File: config.mk
export PLATFORM = sky130hd
export DESIGN_NAME = triangle_span_rasterizer_core
export DESIGN_NICKNAME = d
export VERILOG_FILES = /design/src/rtl/core/tsr_pkg.sv /design/src/rtl/core/tsr_div.sv /design/src/rtl/core/tsr_dp.sv /design/src/rtl/core/tsr_ctrl.sv /design/src/rtl/core/triangle_span_rasterizer_core.sv
export SDC_FILE = /design/constraint.sdc
export NUM_CORES = 1
export LEC_CHECK = 0
export ABC_AREA = 0
export BUFFER_PORTS_ARGS = -buffer_cell sky130_fd_sc_hd__buf_2
export CAP_MARGIN = 15
export CELL_PAD_IN_SITES_DETAIL_PLACEMENT = 0
export CELL_PAD_IN_SITES_GLOBAL_PLACEMENT = 2
export CORE_MARGIN = 5
export CORE_UTILIZATION = 35
export DETAILED_ROUTE_END_ITERATION = 10
export PLACE_DENSITY = 0.82
export REMOVE_ABC_BUFFERS = 1
export SLEW_MARGIN = 20
export SYNTH_ARGS = -nofsm -noshare
export SYNTH_HDL_FRONTEND = slang
export SYNTH_SLANG_ARGS = --single-unit
File: constraint.sdc
create_clock -name clk -period 8.02 [get_ports clk]
set_input_delay 0.802 -clock clk [delete_from_list [all_inputs] [get_ports clk]]
set_output_delay 0.802 -clock clk [all_outputs]
set_load 0.1 [all_outputs]
File: src/rtl/core/tsr_pkg.sv
`default_nettype none
// ----------------------------------------------------------------------------
// tsr_pkg
// Shared types and constants for the triangle span rasterizer core.
// ----------------------------------------------------------------------------
package tsr_pkg;

  localparam int CoordBits  = 12;
  localparam int SpanBits   = 11;
  localparam int LenBits    = 12;
  localparam int CfgBits    = 12;
  localparam int CfgIdxBits = 1;

  // configuration register indexes
  localparam logic [CfgIdxBits-1:0] RegScreenWidth  = 1'b0;
  localparam logic [CfgIdxBits-1:0] RegScreenHeight = 1'b1;

  localparam logic [CfgBits-1:0] WidthReset  = 12'd240;
  localparam logic [CfgBits-1:0] HeightReset = 12'd320;
  localparam logic [CfgBits-1:0] WidthMax    = 12'd2048;

  // input operation codes
  localparam logic OpLoad = 1'b0;
  localparam logic OpStep = 1'b1;

  // edge selects: long edge v0-v2, top edge v0-v1, bottom edge v1-v2
  localparam logic [1:0] EdgeLong   = 2'd0;
  localparam logic [1:0] EdgeTop    = 2'd1;
  localparam logic [1:0] EdgeBottom = 2'd2;

  typedef struct packed {
    logic                        op;
    logic signed [CoordBits-1:0] x_a;
    logic signed [CoordBits-1:0] y_a;
    logic signed [CoordBits-1:0] x_b;
    logic signed [CoordBits-1:0] y_b;
    logic signed [CoordBits-1:0] x_c;
    logic signed [CoordBits-1:0] y_c;
  } in_item_t;

  typedef struct packed {
    logic signed [CoordBits-1:0] row;
    logic [SpanBits-1:0]         span_start;
    logic [LenBits-1:0]          span_length;
    logic                        drawn;
    logic                        last;
  } out_item_t;

  typedef struct packed {
    logic       load;
    logic       div_start;
    logic       div_store;
    logic [1:0] edge_sel;
    logic       round;
    logic       emit;
  } ctrl_cmd_t;

  typedef struct packed {
    logic flat;
    logic active;
    logic div_done;
    logic out_free;
  } dp_status_t;

endpackage
`default_nettype wire

File: src/rtl/core/tsr_div.sv
`default_nettype none
// ----------------------------------------------------------------------------
// tsr_div
// Restoring divider, one quotient bit per cycle, with sign applied at the end.
// ----------------------------------------------------------------------------
module tsr_div #(
  parameter int NUM_BITS = 28,
  parameter int DEN_BITS = 12
) (
  input  wire logic                       clk,
  input  wire logic                       rst_n,
  input  wire logic                       start,
  input  wire logic [NUM_BITS-1:0]        num,
  input  wire logic [DEN_BITS-1:0]        den,
  input  wire logic                       neg,
  output logic                            done,
  output logic signed [NUM_BITS:0]        quo
);

  localparam int CntBits = $clog2(NUM_BITS + 1);

  logic [NUM_BITS-1:0] num_r;
  logic [NUM_BITS-1:0] quo_r;
  logic [DEN_BITS-1:0] rem_r;
  logic [DEN_BITS-1:0] den_r;
  logic [CntBits-1:0]  cnt_r;
  logic                run_r;
  logic                done_r;
  logic                neg_r;

  logic [DEN_BITS:0]   trial;
  logic                fits;
  logic [DEN_BITS:0]   diff;
  logic [NUM_BITS:0]   mag;

  assign trial = {rem_r, num_r[NUM_BITS-1]};
  assign fits  = trial >= {1'b0, den_r};
  assign diff  = trial - {1'b0, den_r};
  assign mag   = {1'b0, quo_r};

  always_ff @(posedge clk) begin
    if (!rst_n) begin
      run_r  <= 1'b0;
      done_r <= 1'b0;
      cnt_r  <= '0;
    end else if (start) begin
      run_r  <= 1'b1;
      done_r <= 1'b0;
      cnt_r  <= CntBits'(NUM_BITS);
    end else if (run_r) begin
      cnt_r  <= cnt_r - CntBits'(1);
      run_r  <= (cnt_r != CntBits'(1));
      done_r <= (cnt_r == CntBits'(1));
    end else begin
      done_r <= 1'b0;
    end
  end

  always_ff @(posedge clk) begin
    if (start) begin
      num_r <= num;
      den_r <= den;
      neg_r <= neg;
      rem_r <= '0;
      quo_r <= '0;
    end else if (run_r) begin
      num_r <= {num_r[NUM_BITS-2:0], 1'b0};
      quo_r <= {quo_r[NUM_BITS-2:0], fits};
      rem_r <= fits ? diff[DEN_BITS-1:0] : trial[DEN_BITS-1:0];
    end
  end

  assign done = done_r;
  assign quo  = neg_r ? $signed(-mag) : $signed(mag);

endmodule
`default_nettype wire

File: src/rtl/core/tsr_dp.sv
`default_nettype none
// ----------------------------------------------------------------------------
// tsr_dp
// Datapath: vertex sort, slope registers, edge walkers, span rounding and
// clamping, configuration registers and the result register.
// ----------------------------------------------------------------------------
module tsr_dp #(
  parameter int FRAC_BITS = 16
) (
  input  wire logic                                  clk,
  input  wire logic                                  rst_n,
  input  wire tsr_pkg::in_item_t                     in_data,
  input  wire tsr_pkg::ctrl_cmd_t                    cmd,
  input  wire logic                                  cfg_valid,
  input  wire logic [tsr_pkg::CfgIdxBits-1:0]        cfg_index,
  input  wire logic [tsr_pkg::CfgBits-1:0]           cfg_data,
  input  wire logic                                  out_stall,
  output logic                                       out_valid,
  output tsr_pkg::out_item_t                         out_data,
  output tsr_pkg::dp_status_t                        st
);

  localparam int CB        = tsr_pkg::CoordBits;
  localparam int SB        = tsr_pkg::SpanBits;
  localparam int LB        = tsr_pkg::LenBits;
  localparam int PosBits   = CB + 2 + FRAC_BITS;
  localparam int SlopeBits = CB + 1 + FRAC_BITS;
  localparam int EndBits   = CB + 2;
  localparam int NumBits   = CB + FRAC_BITS;
  localparam logic signed [PosBits-1:0] Half = PosBits'(1) << (FRAC_BITS - 1);

  logic signed [CB-1:0]        vx_r [3];
  logic signed [CB-1:0]        vy_r [3];
  logic signed [SlopeBits-1:0] slope_r [3];
  logic signed [PosBits-1:0]   long_r;
  logic signed [PosBits-1:0]   short_r;
  logic signed [CB-1:0]        row_r;
  logic                        bot_r;
  logic                        active_r;
  logic signed [EndBits-1:0]   end_a_r;
  logic signed [EndBits-1:0]   end_b_r;
  logic                        drawn_r;
  logic                        last_r;
  tsr_pkg::out_item_t          out_r;
  logic                        out_valid_r;
  logic [tsr_pkg::CfgBits-1:0] width_r;
  logic [tsr_pkg::CfgBits-1:0] height_r;

  // -- sort of the incoming vertices by row --
  logic signed [CB-1:0] sx [3];
  logic signed [CB-1:0] sy [3];

  always_comb begin
    logic signed [CB-1:0] tx;
    logic signed [CB-1:0] ty;
    tx = '0;
    ty = '0;
    sx[0] = in_data.x_a; sy[0] = in_data.y_a;
    sx[1] = in_data.x_b; sy[1] = in_data.y_b;
    sx[2] = in_data.x_c; sy[2] = in_data.y_c;
    if (sy[1] < sy[0]) begin
      tx = sx[0]; ty = sy[0]; sx[0] = sx[1]; sy[0] = sy[1]; sx[1] = tx; sy[1] = ty;
    end
    if (sy[2] < sy[0]) begin
      tx = sx[0]; ty = sy[0]; sx[0] = sx[2]; sy[0] = sy[2]; sx[2] = tx; sy[2] = ty;
    end
    if (sy[2] < sy[1]) begin
      tx = sx[1]; ty = sy[1]; sx[1] = sx[2]; sy[1] = sy[2]; sx[2] = tx; sy[2] = ty;
    end
  end

  // -- divider operands for the selected edge --
  logic signed [CB:0]   dx;
  logic signed [CB:0]   dy;
  logic [CB:0]          dx_mag;
  logic [NumBits-1:0]   div_num;
  logic                 dy_zero;
  logic                 div_done;
  logic signed [SlopeBits-1:0] div_quo;

  always_comb begin
    unique case (cmd.edge_sel)
      tsr_pkg::EdgeLong: begin
        dx = {vx_r[2][CB-1], vx_r[2]} - {vx_r[0][CB-1], vx_r[0]};
        dy = {vy_r[2][CB-1], vy_r[2]} - {vy_r[0][CB-1], vy_r[0]};
      end
      tsr_pkg::EdgeTop: begin
        dx = {vx_r[1][CB-1], vx_r[1]} - {vx_r[0][CB-1], vx_r[0]};
        dy = {vy_r[1][CB-1], vy_r[1]} - {vy_r[0][CB-1], vy_r[0]};
      end
      tsr_pkg::EdgeBottom: begin
        dx = {vx_r[2][CB-1], vx_r[2]} - {vx_r[1][CB-1], vx_r[1]};
        dy = {vy_r[2][CB-1], vy_r[2]} - {vy_r[1][CB-1], vy_r[1]};
      end
      default: begin
        dx = '0;
        dy = '0;
      end
    endcase
    dx_mag  = dx[CB] ? $unsigned(-dx) : $unsigned(dx);
    div_num = {dx_mag[CB-1:0], {FRAC_BITS{1'b0}}};
    dy_zero = (dy == '0);
  end

  tsr_div #(
    .NUM_BITS (NumBits),
    .DEN_BITS (CB)
  ) u_div (
    .clk   (clk),
    .rst_n (rst_n),
    .start (cmd.div_start),
    .num   (div_num),
    .den   (dy[CB-1:0]),
    .neg   (dx[CB]),
    .done  (div_done),
    .quo   (div_quo)
  );

  // -- row setup: half switch and rounded edge ends --
  logic signed [PosBits-1:0] x1_pos;
  logic signed [PosBits-1:0] x0_pos;
  logic                      half_sw;
  logic signed [PosBits-1:0] short_eff;
  logic signed [PosBits-1:0] long_h;
  logic signed [PosBits-1:0] short_h;
  logic                      row_drawn;

  assign x0_pos    = {{2{sx[0][CB-1]}}, sx[0], {FRAC_BITS{1'b0}}};
  assign x1_pos    = {{2{vx_r[1][CB-1]}}, vx_r[1], {FRAC_BITS{1'b0}}};
  assign half_sw   = !bot_r && (row_r >= vy_r[1]);
  assign short_eff = half_sw ? x1_pos : short_r;
  assign long_h    = long_r + Half;
  assign short_h   = short_eff + Half;
  assign row_drawn = !row_r[CB-1] && ({1'b0, row_r[CB-2:0]} < height_r);

  // -- span ordering and clamping --
  function automatic logic [SB-1:0] clamp_end(input logic signed [EndBits-1:0] v,
                                               input logic [SB-1:0] lim);
    if (v < 0) begin
      return '0;
    end else if (v > $signed({{(EndBits-SB){1'b0}}, lim})) begin
      return lim;
    end else begin
      return v[SB-1:0];
    end
  endfunction

  logic signed [EndBits-1:0] lo;
  logic signed [EndBits-1:0] hi;
  logic [tsr_pkg::CfgBits-1:0] wm1_full;
  logic [SB-1:0]             wm1;
  logic [SB-1:0]             clo;
  logic [SB-1:0]             chi;
  logic [LB-1:0]             len;

  always_comb begin
    lo = (end_a_r > end_b_r) ? end_b_r : end_a_r;
    hi = (end_a_r > end_b_r) ? end_a_r : end_b_r;
    priority if (width_r == '0) begin
      wm1_full = '0;
    end else if (width_r > tsr_pkg::WidthMax) begin
      wm1_full = tsr_pkg::WidthMax - tsr_pkg::CfgBits'(1);
    end else begin
      wm1_full = width_r - tsr_pkg::CfgBits'(1);
    end
    wm1 = wm1_full[SB-1:0];
    clo = clamp_end(lo, wm1);
    chi = clamp_end(hi, wm1);
    len = LB'(chi) - LB'(clo) + LB'(1);
  end

  // -- configuration --
  always_ff @(posedge clk) begin
    if (!rst_n) begin
      width_r  <= tsr_pkg::WidthReset;
      height_r <= tsr_pkg::HeightReset;
    end else if (cfg_valid) begin
      unique case (cfg_index)
        tsr_pkg::RegScreenWidth:  width_r  <= cfg_data;
        tsr_pkg::RegScreenHeight: height_r <= cfg_data;
        default: ;
      endcase
    end
  end

  // -- control flags --
  always_ff @(posedge clk) begin
    if (!rst_n) begin
      active_r <= 1'b0;
      bot_r    <= 1'b0;
    end else if (cmd.load) begin
      active_r <= !st.flat;
      bot_r    <= 1'b0;
    end else if (cmd.round) begin
      bot_r    <= bot_r || half_sw;
    end else if (cmd.emit && last_r) begin
      active_r <= 1'b0;
    end
  end

  // -- triangle and edge state --
  always_ff @(posedge clk) begin
    if (cmd.load) begin
      for (int i = 0; i < 3; i++) begin
        vx_r[i] <= sx[i];
        vy_r[i] <= sy[i];
      end
      long_r  <= x0_pos;
      short_r <= x0_pos;
      row_r   <= sy[0];
    end
    if (cmd.div_store) begin
      slope_r[cmd.edge_sel] <= dy_zero ? '0 : div_quo;
    end
    if (cmd.round) begin
      short_r <= short_eff;
      end_a_r <= $signed(long_h[PosBits-1:FRAC_BITS]);
      end_b_r <= $signed(short_h[PosBits-1:FRAC_BITS]);
      drawn_r <= row_drawn;
      last_r  <= row_r >= vy_r[2];
    end
    if (cmd.emit) begin
      long_r  <= long_r + {slope_r[0][SlopeBits-1], slope_r[0]};
      short_r <= short_r + (bot_r ? {slope_r[2][SlopeBits-1], slope_r[2]}
                                  : {slope_r[1][SlopeBits-1], slope_r[1]});
      row_r   <= row_r + CB'(1);
    end
  end

  // -- result register --
  always_ff @(posedge clk) begin
    if (!rst_n) begin
      out_valid_r <= 1'b0;
    end else if (cmd.emit) begin
      out_valid_r <= 1'b1;
    end else if (!out_stall) begin
      out_valid_r <= 1'b0;
    end
  end

  always_ff @(posedge clk) begin
    if (cmd.emit) begin
      out_r.row         <= row_r;
      out_r.span_start  <= drawn_r ? clo : '0;
      out_r.span_length <= drawn_r ? len : '0;
      out_r.drawn       <= drawn_r;
      out_r.last        <= last_r;
    end
  end

  assign out_valid   = out_valid_r;
  assign out_data    = out_r;
  assign st.flat     = (in_data.y_a == in_data.y_b) && (in_data.y_b == in_data.y_c);
  assign st.active   = active_r;
  assign st.div_done = div_done;
  assign st.out_free = !out_valid_r || !out_stall;

endmodule
`default_nettype wire

File: src/rtl/core/tsr_ctrl.sv
`default_nettype none
// ----------------------------------------------------------------------------
// tsr_ctrl
// Controller: accepts items, sequences the three slope divisions on a
// non-flat load and the round / emit steps of a row.
// ----------------------------------------------------------------------------
module tsr_ctrl (
  input  wire logic                clk,
  input  wire logic                rst_n,
  input  wire logic                in_valid,
  input  wire logic                in_op,
  input  wire tsr_pkg::dp_status_t st,
  output logic                     in_stall,
  output tsr_pkg::ctrl_cmd_t       cmd
);

  localparam logic [2:0] StIdle    = 3'd0;
  localparam logic [2:0] StDivGo   = 3'd1;
  localparam logic [2:0] StDivWait = 3'd2;
  localparam logic [2:0] StRound   = 3'd3;
  localparam logic [2:0] StEmit    = 3'd4;

  logic [2:0] state_r;
  logic [2:0] state_nxt;
  logic [1:0] edge_r;
  logic [1:0] edge_nxt;
  logic       accept;

  assign accept = in_valid && (state_r == StIdle);

  always_comb begin
    state_nxt     = state_r;
    edge_nxt      = edge_r;
    cmd           = '0;
    cmd.edge_sel  = edge_r;
    unique case (state_r)
      StIdle: begin
        if (accept) begin
          if (in_op == tsr_pkg::OpLoad) begin
            cmd.load = 1'b1;
            edge_nxt = tsr_pkg::EdgeLong;
            if (!st.flat) begin
              state_nxt = StDivGo;
            end
          end else if (st.active) begin
            state_nxt = StRound;
          end
        end
      end
      StDivGo: begin
        cmd.div_start = 1'b1;
        state_nxt     = StDivWait;
      end
      StDivWait: begin
        if (st.div_done) begin
          cmd.div_store = 1'b1;
          if (edge_r == tsr_pkg::EdgeBottom) begin
            state_nxt = StIdle;
          end else begin
            edge_nxt  = edge_r + 2'd1;
            state_nxt = StDivGo;
          end
        end
      end
      StRound: begin
        cmd.round = 1'b1;
        state_nxt = StEmit;
      end
      StEmit: begin
        // hold until the result register can take the beat
        if (st.out_free) begin
          cmd.emit  = 1'b1;
          state_nxt = StIdle;
        end
      end
      default: begin
        state_nxt = StIdle;
      end
    endcase
  end

  always_ff @(posedge clk) begin
    if (!rst_n) begin
      state_r <= StIdle;
      edge_r  <= tsr_pkg::EdgeLong;
    end else begin
      state_r <= state_nxt;
      edge_r  <= edge_nxt;
    end
  end

  assign in_stall = (state_r != StIdle);

endmodule
`default_nettype wire

File: src/rtl/core/triangle_span_rasterizer_core.sv
`default_nettype none
// ----------------------------------------------------------------------------
// triangle_span_rasterizer_core
// Scanline triangle fill: one load beat sets up a triangle, each step beat
// returns the span of the next row.
// ----------------------------------------------------------------------------
// Input channel (in_valid / in_stall / in_data): op = load takes three
// vertices, sorts them by row and computes three Q.FRAC_BITS edge slopes; a
// load never gives a result. op = step gives one span beat on the output
// channel (out_valid / out_stall / out_data) while a triangle is active,
// from the top row to the bottom row, last set on the bottom row.
// Config channel (cfg_valid / cfg_ready / cfg_index / cfg_data) sets screen
// width and height; write it only while the core is idle.
// Load: the three slopes are computed one after another by the shared
// one-bit-per-cycle slope divider. A flat triangle skips the divisions.
// Step: accept, round and emit, in that order, to the result register.
// While the receiver stalls, the result register holds; the core still takes
// the next beat and then waits in its emit cycle until the register frees.
// Reset (rst_n low, synchronous) clears the triangle, drops any pending
// result and restores width 240, height 320.
// ----------------------------------------------------------------------------
module triangle_span_rasterizer_core #(
  parameter int FRAC_BITS = 16
) (
  input  wire logic                              clk,
  input  wire logic                              rst_n,
  input  wire logic                              in_valid,
  output logic                                   in_stall,
  input  wire tsr_pkg::in_item_t                 in_data,
  output logic                                   out_valid,
  input  wire logic                              out_stall,
  output tsr_pkg::out_item_t                     out_data,
  input  wire logic                              cfg_valid,
  output logic                                   cfg_ready,
  input  wire logic [tsr_pkg::CfgIdxBits-1:0]    cfg_index,
  input  wire logic [tsr_pkg::CfgBits-1:0]       cfg_data
);

  tsr_pkg::ctrl_cmd_t  cmd;
  tsr_pkg::dp_status_t st;

  assign cfg_ready = 1'b1;

  tsr_ctrl u_ctrl (
    .clk      (clk),
    .rst_n    (rst_n),
    .in_valid (in_valid),
    .in_op    (in_data.op),
    .st       (st),
    .in_stall (in_stall),
    .cmd      (cmd)
  );

  tsr_dp #(
    .FRAC_BITS (FRAC_BITS)
  ) u_dp (
    .clk       (clk),
    .rst_n     (rst_n),
    .in_data   (in_data),
    .cmd       (cmd),
    .cfg_valid (cfg_valid && cfg_ready),
    .cfg_index (cfg_index),
    .cfg_data  (cfg_data),
    .out_stall (out_stall),
    .out_valid (out_valid),
    .out_data  (out_data),
    .st        (st)
  );

endmodule
`default_nettype wire

==> flow_summary_export.csv <==
group,metric,value,unit
sta,final_hold_vio_count,0,
sta,fin_hold_ws,0.430,ns
final_layout,layout.cells.non_filler,3965,
logic_synthesis,synth_cells,2753,
clock_tree,post_cts_resized,0,
job,max_cap_violations,0,
final_layout,post-route-cell-area,0.0308,mm2
final_layout,drive_above_1_share,0.116,
sta,timing.final.setup_violations,0,
sta,timing.final.max_slew_violations,0,
clock_tree,clock-sinks,402,
worst_hold_path,worstHoldStart,"cfg_data[4]",
logic_synthesis,async_reset_ff_frac,0,
route,detailedRoute.firstIterationViolations,1530,
logic_synthesis,ys_dominant_reg_cell,"sky130_fd_sc_hd__edfxtp_1",
clock_tree,ctsHtreeMaxLevel,2,
critical_path,crit_slowest_cell,"sky130_fd_sc_hd__a221o_1",
logic_synthesis,synth.ff_latch_count,402,
floorplanning,floorplan.die.height,289,um
global_route,globalRouteOverflowTotal,0,
placed_design,placed_cell_area,0.0291,mm2
final_layout,area.growth.synth_to_final,13.2,%
floorplanning,floorplan.die.width,289,um
route,drt_drc_violations_left,0,
logic_synthesis,synth.yosys.warnings,0,
worst_hold_path,hp-class,"in -> reg",
clock_tree,numCtsBuffers,49,
global_route,first_global_vias,20999,
sta,maxClockFrequency,135,MHz
global_route,gr-usage-all-layers,0.186,
logic_synthesis,synth_sequential_area_ratio,0.415,
clock_tree,cts_tree,"yes",
sta,fin_crit,7.38,ns
route,final_routed_wirelength,79700,um
power_and_ir_drop,peakVddDrop,0.174,mV
sta,timing_worst_slew_pin_value,1.08,ns
logic_synthesis,synthesized_cell_area,0.0272,mm2
sta,rsz0062_at_grt,"no",
logic_synthesis,synth_area_per_cell,9.88,um2
route,wl_per_cell,20.1,um
critical_path,crit_path_max_incr_delay,0.43,ns
sta,setup_ws,0.637,ns
final_layout,layout.filler_cells,7504,
sta,clock-skew-final,0.0506,ns
critical_path,timing_worst_setup_path_type,"reg -> reg",
critical_path,nature_of_the_critical_path_endpoint,"register",
logic_synthesis,synth_enable_flop_cells,323,
status,run_status,"finished clean",
floorplanning,initial_core_util,0.352,
power_and_ir_drop,design_power_total,8.10,mW
sta,worst_slew_margin_rel,0.274,
clock_tree,cts_root_buffer,"sky130_fd_sc_hd__clkbuf_16",
clock_tree,clock_tree.buffer_depth,3,
clock_tree,ctsHoldBuffers,0,
placed_design,dp_cells,3872,
route,drt-vias-per-instance,5.35,
placed_design,port_buffers,129,
critical_path,cp_max_fo,6,
global_route,first_pass_grt_wire_length,122000,um
floorplanning,core,0.0772,mm2
clock_tree,clkLatencyLatePin,0.62,ns
critical_path,crit_path_start,"u_dp.end_b_r[1]",
placed_design,place_congestion,0.891,
power_and_ir_drop,power_density,263,mW/mm2
power_and_ir_drop,power.leakage,12.6,nW
sta,layout_worst_path_cycle_share,0.921,
route,ant_nets,0,
floorplanning,ioPinCount,131,
final_layout,num-nets-final,3238,
critical_path,rrSetupSlack,0.64,ns
critical_path,worst-endpoint-required,8.38,ns
global_route,antenna_violations_before_repair,8,
clock_tree,post_cts.repair.setup_buffers,0,
critical_path,crit-reg2reg-launch,"u_dp.end_b_r[1]",
logic_synthesis,yosys.cell_types.count,91,
global_route,grt_start_max_net_pins,60,
critical_path,worstSetupStartpointType,"register",
floorplanning,die_area,0.0834,mm2
route,vias,21218,
clock_tree,clk_pin_slew_worst_paths,0.06,ns
floorplanning,fp-row-count,102,
placed_design,dpl.hpwl,61600,um
route,drtPass1Iterations,6,
critical_path,arrival_time_worst_endpoint,7.74,ns
placed_design,pre_cts_slack,0.189,ns
-- final cells by class --
cell class | instances | area [um2] | share of cell area
multi-input cells | 2059 | 14900 | 0.483
flip-flops and latches | 402 | 11300 | 0.366
clock buffers | 64 | 1320 | 0.0429
well taps | 1040 | 1300 | 0.0422
repair buffers | 171 | 961 | 0.0312
inverters | 200 | 751 | 0.0244
clock inverters | 27 | 314 | 0.0102
diodes | 2 | 5.00 | 0.000162
-- synthesized netlist by cell type (10+ instances only) --
cell type | n | share of area
sky130_fd_sc_hd__inv_1 | 199 | 0.027
sky130_fd_sc_hd__a22oi_1 | 20 | 0.0055
sky130_fd_sc_hd__edfxtp_1 | 323 | 0.36
sky130_fd_sc_hd__a21oi_1 | 175 | 0.032
sky130_fd_sc_hd__nand3_1 | 57 | 0.010
sky130_fd_sc_hd__nor2_1 | 273 | 0.038
sky130_fd_sc_hd__nor3_1 | 35 | 0.0064
sky130_fd_sc_hd__a21o_1 | 61 | 0.017
sky130_fd_sc_hd__nand2_1 | 210 | 0.029
sky130_fd_sc_hd__or3_1 | 15 | 0.0035
sky130_fd_sc_hd__and2_1 | 19 | 0.0044
sky130_fd_sc_hd__or4_1 | 10 | 0.0028
sky130_fd_sc_hd__o21bai_1 | 19 | 0.0052
sky130_fd_sc_hd__nand4_1 | 29 | 0.0067
sky130_fd_sc_hd__o211ai_1 | 10 | 0.0028
sky130_fd_sc_hd__nand2b_1 | 40 | 0.0092
sky130_fd_sc_hd__a211oi_1 | 31 | 0.0086
sky130_fd_sc_hd__ha_1 | 256 | 0.12
sky130_fd_sc_hd__xnor2_1 | 97 | 0.031
sky130_fd_sc_hd__clkbuf_1 | 61 | 0.0084
sky130_fd_sc_hd__dfxtp_1 | 79 | 0.058
sky130_fd_sc_hd__buf_1 | 15 | 0.0021
sky130_fd_sc_hd__o21a_1 | 26 | 0.0072
sky130_fd_sc_hd__and3_1 | 22 | 0.0051
sky130_fd_sc_hd__mux2i_1 | 125 | 0.046
sky130_fd_sc_hd__a31oi_1 | 17 | 0.0039
sky130_fd_sc_hd__xor2_1 | 93 | 0.030
sky130_fd_sc_hd__o21ai_0 | 127 | 0.023
sky130_fd_sc_hd__o221a_1 | 10 | 0.0041
sky130_fd_sc_hd__nor2b_1 | 38 | 0.0087
sky130_fd_sc_hd__o31ai_1 | 15 | 0.0041
sky130_fd_sc_hd__o22ai_1 | 26 | 0.0060
sky130_fd_sc_hd__mux2_2 | 45 | 0.019
-- through the flow --
stage,util,TNS [ns]
final,0.399,0
after global routing,0.399,0
after CTS,0.398,0
after detailed placement,0.377,0
after global placement,0.377,0
after floorplan,-,-137.05
-- cells in the final DEF, fill, tap and decap left out, drive strengths merged, types with 20 or more instances in the layout --
master,netlist,final
edfxtp,323,323
nor2,273,273
ha,256,256
nand2,210,210
inv,199,200
a21oi,178,178
buf,31,171
o21ai,130,130
mux2i,125,125
xnor2,97,97
xor2,93,93
dfxtp,79,79
clkbuf,61,64
a21o,61,61
nand3,57,57
mux2,47,47
nand2b,40,40
nor2b,38,38
nor3,37,37
a211oi,31,31
nand4,30,30
o21a,26,26
o22ai,26,26
and3,22,22
a22oi,20,20
and2,20,20
-- final timing paths --
check | end | cells past startpoint
max | u_dp.out_data[13] | 38
min | u_dp.width_r[4] | 3
max reg2reg | u_dp.out_data[13] | 38
min reg2reg | u_dp.width_r[11] | 2
-- cells by family after synthesis --
| family | Yosys count | share of synthesized area |
|---|---|---|
| other cells | 1 | 0.000138 |
| mux | 172 | 0.0657 |
| fa+ha+maj | 265 | 0.124 |
| compound gates | 637 | 0.154 |
| buf+inv | 292 | 0.0424 |
| xor+xnor | 191 | 0.0620 |
| simple gates | 793 | 0.137 |
| flops | 402 | 0.415 |
-- sequential cells by signal, summed over array words and instances, names as in the netlist, 5 cells and up --
name and flops:
u_dp.out_data 37, u_dp.end_b_r 14, u_dp.row_r 12, u_dp.vx_r 36
u_dp.u_div.rem_r 12, u_dp.slope_r 87, u_dp.vy_r 36, u_dp.u_div.cnt_r 5
u_dp.u_div.quo_r 28, u_dp.u_div.num_r 12, u_dp.short_r 30, u_dp.u_div.den_r 12
u_dp.end_a_r 14, u_dp.long_r 30, u_dp.width_r 12, u_dp.height_r 12
-- metal layers --
metal,GRT usage,routed length [um],vias up
met5,0,13,-
met4,0.0425,1350,2
met3,0.0232,3720,84
met2,0.311,37200,471
met1,0.259,37400,10362
li1,-,-,10299
-- critical path, delay by kind of cell (launching register included) --
kind / cells / cell delay (ns)
flip-flops: 1 / 0.35
XOR/XNOR: 1 / 0.13
adder cells (fa/ha/maj): 5 / 1.37
buffers and inverters: 3 / 0.31
AO/OA/AOI/OAI: 22 / 3.97
AND/OR/NAND/NOR: 7 / 1.00
-- report_power, final --
group	switching, mW	internal (mW)
Combinational	1.84	1.19
Sequential	0.190	2.64
Clock	0.928	1.31
(Power assumes the default switching activity.)
